===== config.mk =====
export PLATFORM = sky130hd
export DESIGN_NAME = firefly_flash_sync
export DESIGN_NICKNAME = d
export VERILOG_FILES = /design/src/hw/rtl/ffs_pkg.sv /design/src/hw/rtl/ffs_parser.sv /design/src/hw/rtl/ffs_clock.sv /design/src/hw/rtl/firefly_flash_sync.sv
export VERILOG_INCLUDE_DIRS = /design/src /design/src/hw/rtl
export SDC_FILE = /design/constraint.sdc
export NUM_CORES = 1
export LEC_CHECK = 0
export ABC_AREA = 1
export BUFFER_PORTS_ARGS = -buffer_cell sky130_fd_sc_hd__buf_2
export CORE_ASPECT_RATIO = 1.1
export CORE_UTILIZATION = 60
export CTS_CLUSTER_DIAMETER = 60
export CTS_CLUSTER_SIZE = 25
export DETAILED_ROUTE_END_ITERATION = 12
export GPL_ROUTABILITY_DRIVEN = 0
export PLACE_DENSITY = 0.77
export SKIP_CTS_REPAIR_TIMING = 1
export SLEW_MARGIN = 30
export SYNTH_ARGS = -nofsm -noshare
export SYNTH_HDL_FRONTEND = slang
export SYNTH_HIERARCHICAL = 1
export SYNTH_SLANG_ARGS = --single-unit

===== constraint.sdc =====
create_clock -name clk -period 14.45 [get_ports clk]
set_input_delay 0.7225 -clock clk [delete_from_list [all_inputs] [get_ports clk]]
set_output_delay 0.7225 -clock clk [all_outputs]
set_load 0.02 [all_outputs]

===== src/hw/rtl/assert_macros.svh =====
// ----------------------------------------------------------------------------
// Assertion macros
// Shared concurrent assertion forms for the RTL of the flash synchronizer.
// ----------------------------------------------------------------------------
`ifndef ASSERT_MACROS_SVH
`define ASSERT_MACROS_SVH

// Plain property that must hold at every edge outside reset.
`define FFS_ASSERT(label, prop, msg) \
  label: assert property (@(posedge clk) disable iff (!rst_n) (prop)) else $error(msg);

// Condition in one cycle implies a consequence in the next.
`define FFS_ASSERT_NEXT(label, ante, cons, msg) \
  label: assert property (@(posedge clk) disable iff (!rst_n) (ante) |=> (cons)) \
    else $error(msg);

`endif


===== src/hw/rtl/ffs_pkg.sv =====
// ----------------------------------------------------------------------------
// Flash synchronizer package
// Shared types, register codes and constants of the flash synchronizer.
// ----------------------------------------------------------------------------
package ffs_pkg;

  localparam int MSG_BUF_LEN = 15;
  localparam int PAYLOAD_MAX = MSG_BUF_LEN - 2;
  localparam int CNT_W       = $clog2(PAYLOAD_MAX + 1);

  localparam int TIME_W  = 32;
  localparam int DELAY_W = 20;
  localparam int THR_W   = 16;
  localparam int ACC_W   = 21;

  // Input operation codes.
  localparam logic OP_TICK = 1'b0;
  localparam logic OP_BYTE = 1'b1;

  // Configuration register indexes.
  localparam logic [1:0] REG_BASE_INTERVAL   = 2'd0;
  localparam logic [1:0] REG_MAX_PEER_DELAY  = 2'd1;
  localparam logic [1:0] REG_SYNC_RATE       = 2'd2;
  localparam logic [1:0] REG_EARLY_THRESHOLD = 2'd3;

  // Reset values.
  localparam logic [DELAY_W-1:0] BASE_INTERVAL_RST   = 20'd19000;
  localparam logic [DELAY_W-1:0] MAX_PEER_DELAY_RST  = 20'd10000;
  localparam logic [DELAY_W-1:0] SYNC_RATE_RST       = 20'd1000;
  localparam logic [THR_W-1:0]   EARLY_THRESHOLD_RST = 16'd50;
  localparam logic [TIME_W-1:0]  NEXT_FLASH_RST      = 32'd19000;

  // Message framing characters.
  localparam logic [7:0] CHAR_START = 8'h3E;  // '>'
  localparam logic [7:0] CHAR_END   = 8'h3C;  // '<'

  // Parser phases.
  localparam logic [1:0] PH_SKIP    = 2'd0;
  localparam logic [1:0] PH_DIGITS  = 2'd1;
  localparam logic [1:0] PH_ENDED   = 2'd2;
  localparam logic [1:0] PH_INVALID = 2'd3;

  typedef struct packed {
    logic [DELAY_W-1:0] base_interval;
    logic [DELAY_W-1:0] max_peer_delay;
    logic [DELAY_W-1:0] sync_rate;
    logic [THR_W-1:0]   early_threshold;
  } cfg_t;

  typedef struct packed {
    logic             valid;
    logic [ACC_W-1:0] value;
  } peer_t;

  typedef struct packed {
    logic               flash_now;
    logic               early_flash;
    logic               adjusted;
    logic               send_sync;
    logic [DELAY_W-1:0] sync_delay;
  } result_t;

endpackage


===== src/hw/rtl/ffs_parser.sv =====
// ----------------------------------------------------------------------------
// Message parser
// Parses received bytes of the form ">digits<" into a saturated peer delay.
// ----------------------------------------------------------------------------
module ffs_parser (
  input  logic          clk,
  input  logic          rst_n,
  input  logic          byte_fire,
  input  logic [7:0]    byte_value,
  output ffs_pkg::peer_t peer
);

  logic                     in_msg_r, in_msg_nxt;
  logic [ffs_pkg::CNT_W-1:0] count_r, count_nxt;
  logic [1:0]               phase_r, phase_nxt;
  logic [ffs_pkg::ACC_W-1:0] acc_r, acc_nxt;

  logic                     is_space;
  logic                     is_digit;
  logic [3:0]               digit;
  logic [ffs_pkg::ACC_W+3:0] prod;
  logic [ffs_pkg::ACC_W-1:0] acc_step;

  assign is_space = (byte_value == 8'h20) || (byte_value >= 8'h09 && byte_value <= 8'h0D);
  assign is_digit = (byte_value >= 8'h30) && (byte_value <= 8'h39);
  assign digit    = byte_value[3:0];

  // Times ten as two shifts, then add the digit and saturate.
  always_comb begin
    prod = {acc_r, 3'b000} + {2'b00, acc_r, 1'b0} + {{ffs_pkg::ACC_W{1'b0}}, digit};
    if (prod[ffs_pkg::ACC_W+3:ffs_pkg::ACC_W] != 4'd0) begin
      acc_step = '1;
    end else begin
      acc_step = prod[ffs_pkg::ACC_W-1:0];
    end
  end

  always_comb begin
    in_msg_nxt = in_msg_r;
    count_nxt  = count_r;
    phase_nxt  = phase_r;
    acc_nxt    = acc_r;
    peer.valid = 1'b0;
    peer.value = acc_r;
    if (byte_fire) begin
      if (byte_value == ffs_pkg::CHAR_START) begin
        in_msg_nxt = 1'b1;
        count_nxt  = '0;
        phase_nxt  = ffs_pkg::PH_SKIP;
        acc_nxt    = '0;
      end else if (in_msg_r) begin
        if (byte_value == ffs_pkg::CHAR_END) begin
          in_msg_nxt = 1'b0;
          peer.valid = (phase_r == ffs_pkg::PH_DIGITS) || (phase_r == ffs_pkg::PH_ENDED);
        end else if (count_r < ffs_pkg::CNT_W'(ffs_pkg::PAYLOAD_MAX)) begin
          count_nxt = count_r + 1'b1;
          unique case (phase_r)
            ffs_pkg::PH_SKIP: begin
              if (is_digit) begin
                phase_nxt = ffs_pkg::PH_DIGITS;
                acc_nxt   = {{(ffs_pkg::ACC_W-4){1'b0}}, digit};
              end else if (!is_space) begin
                phase_nxt = ffs_pkg::PH_INVALID;
              end
            end
            ffs_pkg::PH_DIGITS: begin
              if (is_digit) begin
                acc_nxt = acc_step;
              end else begin
                phase_nxt = ffs_pkg::PH_ENDED;
              end
            end
            default: begin
            end
          endcase
        end
      end
    end
  end

  always_ff @(posedge clk) begin
    if (!rst_n) begin
      in_msg_r <= 1'b0;
      count_r  <= '0;
      phase_r  <= ffs_pkg::PH_SKIP;
      acc_r    <= '0;
    end else begin
      in_msg_r <= in_msg_nxt;
      count_r  <= count_nxt;
      phase_r  <= phase_nxt;
      acc_r    <= acc_nxt;
    end
  end

endmodule


===== src/hw/rtl/ffs_clock.sv =====
// ----------------------------------------------------------------------------
// Flash clock
// Millisecond time, flash schedule, sync requests and peer adoption.
// ----------------------------------------------------------------------------
`include "assert_macros.svh"

module ffs_clock (
  input  logic             clk,
  input  logic             rst_n,
  input  logic             fire,
  input  logic             op,
  input  ffs_pkg::peer_t   peer,
  input  ffs_pkg::cfg_t    cfg,
  output ffs_pkg::result_t res
);

  logic [ffs_pkg::TIME_W-1:0] now_r, now_nxt;
  logic [ffs_pkg::TIME_W-1:0] next_r, next_nxt;
  logic [ffs_pkg::TIME_W-1:0] last_r, last_nxt;

  logic [ffs_pkg::TIME_W-1:0] now1;
  logic [ffs_pkg::TIME_W-1:0] base32;
  logic [ffs_pkg::TIME_W-1:0] tick_next;
  logic [ffs_pkg::TIME_W-1:0] since_sync;
  logic [ffs_pkg::TIME_W-1:0] remain;
  logic [ffs_pkg::TIME_W-1:0] theirs;
  logic                       flash;
  logic                       sync;
  logic                       in_range;
  logic                       earlier;
  logic                       near;

  assign base32     = {{(ffs_pkg::TIME_W-ffs_pkg::DELAY_W){1'b0}}, cfg.base_interval};
  assign now1       = now_r + 32'd1;
  assign flash      = now1 >= next_r;
  assign tick_next  = flash ? (now1 + base32) : next_r;
  assign since_sync = now1 - last_r;
  assign sync = since_sync > {{(ffs_pkg::TIME_W-ffs_pkg::DELAY_W){1'b0}}, cfg.sync_rate};
  assign remain     = (tick_next > now1) ? (tick_next - now1) : '0;

  assign in_range = peer.value <= {1'b0, cfg.max_peer_delay};
  assign theirs   = now_r + {{(ffs_pkg::TIME_W-ffs_pkg::ACC_W){1'b0}}, peer.value};
  assign earlier  = peer.valid && in_range && (theirs < next_r);
  assign near = peer.value < {{(ffs_pkg::ACC_W-ffs_pkg::THR_W){1'b0}}, cfg.early_threshold};

  always_comb begin
    now_nxt  = now_r;
    next_nxt = next_r;
    last_nxt = last_r;
    res      = '0;
    if (fire) begin
      if (op == ffs_pkg::OP_TICK) begin
        now_nxt       = now1;
        next_nxt      = tick_next;
        res.flash_now = flash;
        if (sync) begin
          last_nxt      = now1;
          res.send_sync = 1'b1;
          if (remain[ffs_pkg::TIME_W-1:ffs_pkg::DELAY_W] != '0) begin
            res.sync_delay = '1;
          end else begin
            res.sync_delay = remain[ffs_pkg::DELAY_W-1:0];
          end
        end
      end else if (earlier) begin
        res.adjusted = 1'b1;
        if (near) begin
          // A peer flash this close fires now and restarts our interval.
          res.early_flash = 1'b1;
          next_nxt        = now_r + base32;
        end else begin
          next_nxt = theirs;
        end
      end
    end
  end

  always_ff @(posedge clk) begin
    if (!rst_n) begin
      now_r  <= '0;
      next_r <= ffs_pkg::NEXT_FLASH_RST;
      last_r <= '0;
    end else begin
      now_r  <= now_nxt;
      next_r <= next_nxt;
      last_r <= last_nxt;
    end
  end

  `FFS_ASSERT_NEXT(a_tick_advances, fire && op == ffs_pkg::OP_TICK, now_r == $past(now_r) + 32'd1, "tick did not advance time")
  `FFS_ASSERT_NEXT(a_byte_holds_time, fire && op == ffs_pkg::OP_BYTE, $stable(now_r) && $stable(last_r), "byte request moved time")

endmodule


===== src/hw/rtl/firefly_flash_sync.sv =====
// ----------------------------------------------------------------------------
// Firefly flash synchronizer
// Pulse-coupled oscillator: schedules flashes, requests sync messages and
// adopts earlier peer flashes parsed from received bytes.
// ----------------------------------------------------------------------------
// Usage:
//   Input channel (in_valid / in_stall): each request is either a one
//   millisecond tick (in_op = 0) or a received serial byte (in_op = 1).
//   Result channel (out_valid / out_stall): exactly one result per request,
//   in order: flash_now and send_sync/sync_delay on ticks, early_flash and
//   adjusted on bytes that close a valid peer message.
//   Configuration (cfg_valid / cfg_ready): cfg_ready is always high; write
//   only while no request is in flight.
//   Path: the input register feeds one pass of parse and schedule logic
//   into the result register. Throughput: one request per cycle while the
//   result is not stalled.
//   Reset (synchronous, rst_n low): time and sync mark clear, the next flash
//   is at 19000 ms, the parser leaves any message, registers take defaults.
//   Stall: a stalled result holds; the input register keeps one more request
//   and in_stall rises only when both are full.
// ----------------------------------------------------------------------------
`include "assert_macros.svh"

module firefly_flash_sync (
  input  logic        clk,
  input  logic        rst_n,
  input  logic        in_valid,
  output logic        in_stall,
  input  logic        in_op,
  input  logic [7:0]  in_byte_value,
  output logic        out_valid,
  input  logic        out_stall,
  output logic        out_flash_now,
  output logic        out_early_flash,
  output logic        out_adjusted,
  output logic        out_send_sync,
  output logic [19:0] out_sync_delay,
  input  logic        cfg_valid,
  output logic        cfg_ready,
  input  logic [1:0]  cfg_index,
  input  logic [19:0] cfg_data
);

  ffs_pkg::cfg_t    cfg_r;
  logic             s1_valid_r;
  logic             s1_op_r;
  logic [7:0]       s1_byte_r;
  logic             out_valid_r;
  ffs_pkg::result_t res_r;

  logic             out_free;
  logic             advance;
  logic             in_take;
  ffs_pkg::peer_t   peer;
  ffs_pkg::result_t res;

  assign out_free  = !out_valid_r || !out_stall;
  assign advance   = s1_valid_r && out_free;
  assign in_stall  = s1_valid_r && !out_free;
  assign in_take   = in_valid && !in_stall;
  assign cfg_ready = 1'b1;

  always_ff @(posedge clk) begin
    if (!rst_n) begin
      cfg_r.base_interval   <= ffs_pkg::BASE_INTERVAL_RST;
      cfg_r.max_peer_delay  <= ffs_pkg::MAX_PEER_DELAY_RST;
      cfg_r.sync_rate       <= ffs_pkg::SYNC_RATE_RST;
      cfg_r.early_threshold <= ffs_pkg::EARLY_THRESHOLD_RST;
    end else if (cfg_valid && cfg_ready) begin
      unique case (cfg_index)
        ffs_pkg::REG_BASE_INTERVAL:   cfg_r.base_interval   <= cfg_data;
        ffs_pkg::REG_MAX_PEER_DELAY:  cfg_r.max_peer_delay  <= cfg_data;
        ffs_pkg::REG_SYNC_RATE:       cfg_r.sync_rate       <= cfg_data;
        ffs_pkg::REG_EARLY_THRESHOLD: cfg_r.early_threshold <= cfg_data[15:0];
        default: begin
        end
      endcase
    end
  end

  always_ff @(posedge clk) begin
    if (!rst_n) begin
      s1_valid_r  <= 1'b0;
      out_valid_r <= 1'b0;
    end else begin
      if (in_take) begin
        s1_valid_r <= 1'b1;
      end else if (advance) begin
        s1_valid_r <= 1'b0;
      end
      if (out_free) begin
        out_valid_r <= s1_valid_r;
      end
    end
  end

  always_ff @(posedge clk) begin
    if (in_take) begin
      s1_op_r   <= in_op;
      s1_byte_r <= in_byte_value;
    end
    if (advance) begin
      res_r <= res;
    end
  end

  ffs_parser u_parser (
    .clk        (clk),
    .rst_n      (rst_n),
    .byte_fire  (advance && s1_op_r == ffs_pkg::OP_BYTE),
    .byte_value (s1_byte_r),
    .peer       (peer)
  );

  ffs_clock u_clock (
    .clk   (clk),
    .rst_n (rst_n),
    .fire  (advance),
    .op    (s1_op_r),
    .peer  (peer),
    .cfg   (cfg_r),
    .res   (res)
  );

  assign out_valid       = out_valid_r;
  assign out_flash_now   = res_r.flash_now;
  assign out_early_flash = res_r.early_flash;
  assign out_adjusted    = res_r.adjusted;
  assign out_send_sync   = res_r.send_sync;
  assign out_sync_delay  = res_r.sync_delay;

  `FFS_ASSERT(a_tick_no_peer, !(out_valid_r && (res_r.flash_now || res_r.send_sync) && (res_r.early_flash || res_r.adjusted)), "tick and peer flags in one result")
  `FFS_ASSERT(a_delay_only_sync, !(out_valid_r && !res_r.send_sync && res_r.sync_delay != '0), "sync delay without sync request")

endmodule

Word level (Yosys, flattened, before mapping) --
Index checks and enable logic that the tools add are counted.
Word-level totals: word-level logic and storage cells 129, input port bits 36, register bits after elaboration 235, output and inout bits 27
Cells by class: add/subtract/negate cells 9, reduce and logical (&&, ||, !) cells 35, eq/ne operators 14, magnitude comparators 11, bitwise gates (word level) 2, multiplexer cells 38
Operators by type and width (number):
- 21-bit 2-to-1 mux | 8
- 32-bit 2-to-1 mux | 5
- 32-bit by 20-bit adder with 32-bit output | 2
- 32-bit subtractor | 2
- 21-bit case mux with 2 select lines | 1
- 32-bit by 1-bit adder with 32-bit output, second input constant | 1
- 32-bit by 21-bit adder with 32-bit output | 1
- 32-bit greater-or-equal comparator | 1
- 32-bit by 20-bit greater-than comparator with 1-bit output | 1
- 32-bit greater-than comparator | 1
- 32-bit less-than comparator | 1
- 24-bit by 22-bit adder with 25-bit output | 1
- 25-bit by 4-bit adder with 25-bit output | 1
- 8-bit by 6-bit equality test with 1-bit output, second input constant | 3
- 21-bit by 20-bit less-or-equal comparator with 1-bit output | 1
- 21-bit by 16-bit less-than comparator with 1-bit output | 1
- 20-bit 2-to-1 mux | 1
- 4-bit 2-to-1 mux | 4
- 2-bit 2-to-1 mux | 7
- 2-bit AND reduction | 7
- 7-bit AND reduction | 2
- 12-bit nonzero test | 1
- 1-bit 2-to-1 mux | 11
- 8-bit by 4-bit greater-or-equal comparator with 1-bit output, second input constant | 1
- other kinds (23) | 44

Depth between registers and ports, before layout --
word-level depth 10, gate-level depth with buffers 40, mapped depth without buffers 38

Cells and area by module --
The synthesis kept the hierarchy.
Modules (own cells, without submodules):
- ffs_clock | sequential area each 1921.8 um2, instances 1, cells each 3129, area an instance 17725.8 um2
- firefly_flash_sync | sequential area each 2552.4 um2, instances 1, cells each 502, area an instance 4152.7 um2
- ffs_parser | sequential area each 560.5 um2, instances 1, cells each 495, area an instance 3178.0 um2

Worst setup path after synthesis --
No wires, ideal clock.
path type register -> register, start reg u_clock/now_r[1] in the netlist's numbering, end reg res_r, in the netlist out_sync_delay[10] (data pin), setup time 257 ps, clock period less this slack 5605 ps, path buffers 4, setup slack 8845 ps, cell stages (with the launch flop) 35, data required time 14193 ps, data arrival time 5348 ps, cell sequence dfxtp_1 ha_1 nand2_1 nor2_2 nand2_2 nor2_4 buf_4 nand2_1 xor2_1 inv_1 ha_1 nand2_1 nor4_1 nand4_1 nand3_1 buf_2 buf_1 o21ai_0 ha_1 fa_1 inv_1 nand2_1 a21oi_2 a21oi_1 o21ai_0 nand2_1 nand3_1 nand2_1 nand2_1 nand2_1 nor2_1 nand3_1 buf_2 nor2_1 nor2_1
On the way: word-level cells in the longest chain between the ends 7, elaborated cells between the ends (all ways) 13, classes of those cells add/sub (4); order compare (3); mux (3); bitwise (1); reduce/logical (2)
RTL lines:
- from (decl) | RTL line ffs_clock.sv:17 | logic [ffs_pkg::TIME_W-1:0] now_r, now_nxt;
- from (signal assigned) | RTL line ffs_clock.sv:84 | now_r <= now_nxt;
- 32-bit by 1-bit adder with 32-bit output (*) | RTL line ffs_clock.sv:34 | assign now1 = now_r + 32'd1;
- named net u_clock.now1 (one bit) | RTL line ffs_clock.sv:21 | logic [ffs_pkg::TIME_W-1:0] now1;
- 32-bit by 20-bit adder with 32-bit output or 32-bit greater-or-equal comparator (tied branches) | RTL line ffs_clock.sv:36, ffs_clock.sv:35
- 32-bit 2-to-1 mux | RTL line ffs_clock.sv:36 | assign tick_next = flash ? (now1 + base32) : next_r;
- 32-bit subtractor or 32-bit greater-than comparator (tied branches) | RTL line ffs_clock.sv:39 | assign remain = (tick_next > now1) ? (tick_next - now1) : '0;
- 32-bit 2-to-1 mux | RTL line ffs_clock.sv:39
- 12-bit nonzero test | RTL line ffs_clock.sv:59 | if (remain[ffs_pkg::TIME_W-1:ffs_pkg::DELAY_W] != '0) begin
- 20-bit 2-to-1 mux | RTL line ffs_clock.sv:59
- to (signal assigned) | RTL line firefly_flash_sync.sv:103 | res_r <= res;
- to (decl) | RTL line firefly_flash_sync.sv:49 | ffs_pkg::result_t res_r;
Mark *: on every way through the listed nets, which the timed path passes. The rest lies on a longest branch. A chain may end at the register's enable or synchronous reset.

Final worst setup path --
start reg u_clock/now_r[0] in the netlist's numbering, end reg res_r, in the netlist out_sync_delay[14] (data pin)
Same word-level chain as after synthesis.

==> run metrics <==
Max Clk Rate about 130 MHz; Routed Antenna Nets 0; Filler cells ~4100; DRT Pass-1 Iters 11; effective utilization at floorplan 0.608; CP Class reg2reg; Netlist cell types between 50 and 60; top cells by area, synth nand2_1 (17%), dfxtp_1 (16%), ha_1 (14%), inv_1 (10%), nor2_1 (6.9%); clock-pin transition on the worst setup and hold timing paths around 0.080 ns; Clock Sinks roughly 240; P_int about 1.5 mW; share of cells above drive strength 1 0.0546; commonest non-fill, non-tap cell in the layout nand2_1; CP max-delay cell nor4_1; Antenna diodes 0; HP Start in_byte_value[6]; Register Area 0.00503 mm^2; worst reg2reg startpoint u_clock/now_r[0]; Setup Viol. Count Final 0; Hold Crit Class in2reg; critical path launch point type flop; Max Slew Vio Count 0; CP arrival roughly 8.0 ns; Crit. End Element flop; Crit. Startpoint u_clock/now_r[0]; Fin. Hold Viols 0; Max FO, Critical Path 34; Setup TNS 0 ns; Reg power frac 0.261; area of the multi-input gates 0.0170 mm^2; H-tree depth 1; Post-Syn Area per Cell between 6 and 7 um^2; Worst EP required between 10 and 15 ns; Core Box Area 0.0412 mm^2; Die Y 216 um; Max stage delay on crit path ~0.56 ns; GRT Overall Usage 0.394; Total Routed Length between 80 and 90 mm; P&R area growth vs syn 6.64%; Sw Share 0.456; post-DP HPWL between 60 and 70 mm; min cycle time layout 7.69 ns; CTS max path bufs 3; CTS Buf Count 27; Syn. warnings 6; # IOs 63; PwrDens roughly 100 mW/mm^2; Initial DRC Count around 3100; number of flops mapped to enable cells by yosys 33; Worst-Margin Slew ~1.1 ns; Die ar. between 0.04 and 0.05 mm^2; Comb power frac 0.471; DR DRC count 0; largest net degree at the start of global routing 104; Rel. slew slack 0.278; syn nets 4457; ys async rst share 0; VDD IR max ~0.11 mV; CTS tree yes; WL/cell 18.0 um; Cells after Synth a little over 4000; Root Buffer Master clkbuf_16; gr ovfl total 0; Clk Latency, worst-skew pair 0.60 ns; number of global-route vias before repair roughly 24000; first-pass GRT wire length between 100 and 150 mm; DR vias/cell around 5.7; max-cap viol count 0; Critical Path Most Common Cell nand2_1; unrepaired setup endpoints after global routing no; clock share of power 0.269; post-synthesis sequential area ratio 0.201; Net Switching ~1.3 mW; top-area cell type share of the netlist area 0.166; Static Leak 14.3 nW; ys flop type dfxtp_1; status finished clean; post-synth top area cell nand2_1; synthesized cell area ~0.025 mm^2; total power about 2.8 mW; Std-Cell Rows around 80; Die W a little under 200 um; Yosys reg bits between 200 and 250; Final period util 0.532; PortBufs about 60; commonest non-fill, non-tap cells in the layout nand2_1 (1109), inv_1 (672), nor2_1 (457); initial antenna violation count 0; fin nets between 4000 and 5000; Clock Skews approximately 0.044 ns; via count around 27000
[cells by family after synthesis]
| kind of cell | after synthesis | synth area share |
|---|---|---|
| adders and majority gates | 295 | 0.149 |
| DFF | 235 | 0.201 |
| other | 1 | 0.000150 |
| AOI/OAI and AO/OA | 606 | 0.135 |
| and+or+nand+nor | 2109 | 0.356 |
| xor gates and xnor gates | 106 | 0.0371 |
| buffers and inverters | 774 | 0.121 |
[power by group through the flow]
stage | Clock (mW) | Sequential (mW) | Combinational (mW)
4_1_cts | 0.754 | 0.723 | 1.26
3_5_place_dp | 0 | 0.738 | 1.25
5_1_grt | 0.778 | 0.728 | 1.44
6_report | 0.747 | 0.725 | 1.31
2_1_floorplan | 0 | 0.731 | 0.925
3_3_place_gp | 0 | 0.737 | 1.24
[cell usage after synthesis, drive strengths merged, types with 8 or more instances]
library cell and instances:
nor4 12, ha 288, o211ai 32, edfxtp 33, buf 45, nand2 1129
nand3b 12, dfxtp 202, o21bai 19, nor2 502, nand4 62, nand3 334
nor3 41, a31oi 8, a21boi 13, xor2 60, a21o 20, o21ai 196
o21a 20, clkbuf 48, xnor2 46, inv 679, a21oi 286
[path summary, 6_finish.rpt]
kind	slack (ns)	cells after the start	to
worst max-delay path	6.76	30	out_sync_delay[14]
worst min-delay path	0.33	1	s1_byte_r[6]
worst max register to register	6.76	30	out_sync_delay[14]
worst min register to register	0.47	2	cfg_r[25]
[critical path, delay by kind of cell (launching register included)]
family | cells | cell delay, ns
flip-flops | 1 | 0.53
adder cells (fa/ha/maj) | 2 | 0.65
AO/OA/AOI/OAI | 5 | 1.23
XOR/XNOR | 1 | 0.47
buffers and inverters | 5 | 1.05
AND/OR/NAND/NOR | 17 | 3.48
[cell type report]
class	count	share of cell area
Sequential cell	235	0.188
Timing Repair Buffer	78	0.0164
Clock buffer	30	0.0265
Multi-Input combinational cell	3117	0.637
Inverter	681	0.0960
Clock inverter	20	0.00951
Tap cell	560	0.0262
[sequential cells by signal, summed over array words and instances (netlist names), 2 cells and up]
name and cells:
cfg_r 76, out_sync_delay 20, s1_byte_r 8, u_clock/last_r 32
u_clock/next_r 32, u_clock/now_r 32, u_parser/acc_r 21, u_parser/count_r 4
u_parser/phase_r 2
[metal layers]
metal / share of wire / GRT usage / wire length [um]
met5: 0 / 0 / 0
met4: 0.090 / 0.307 / 7640
met3: 0.097 / 0.0619 / 8200
met2: 0.42 / 0.609 / 35700
met1: 0.39 / 0.489 / 33300
[through the flow]
| stage | worst slack (ns) | instances | hold slack, ns | utilization | instance area (um^2) |
|---|---|---|---|---|---|
| 2_1_floorplan | 8.84 | 4126 | 0.429 | - | 25100 |
| 3_3_place_gp | 7.20 | 4671 | 0.442 | 0.625 | 25700 |
| 3_5_place_dp | 6.97 | 4671 | 0.447 | 0.625 | 25800 |
| 4_1_cts | 6.95 | 4721 | 0.322 | 0.649 | 26700 |
| 5_1_grt | 6.11 | 4721 | 0.320 | 0.649 | 26700 |
| 6_report | 6.76 | 4721 | 0.331 | 0.649 | 26700 |
(Power assumes the default switching activity.)
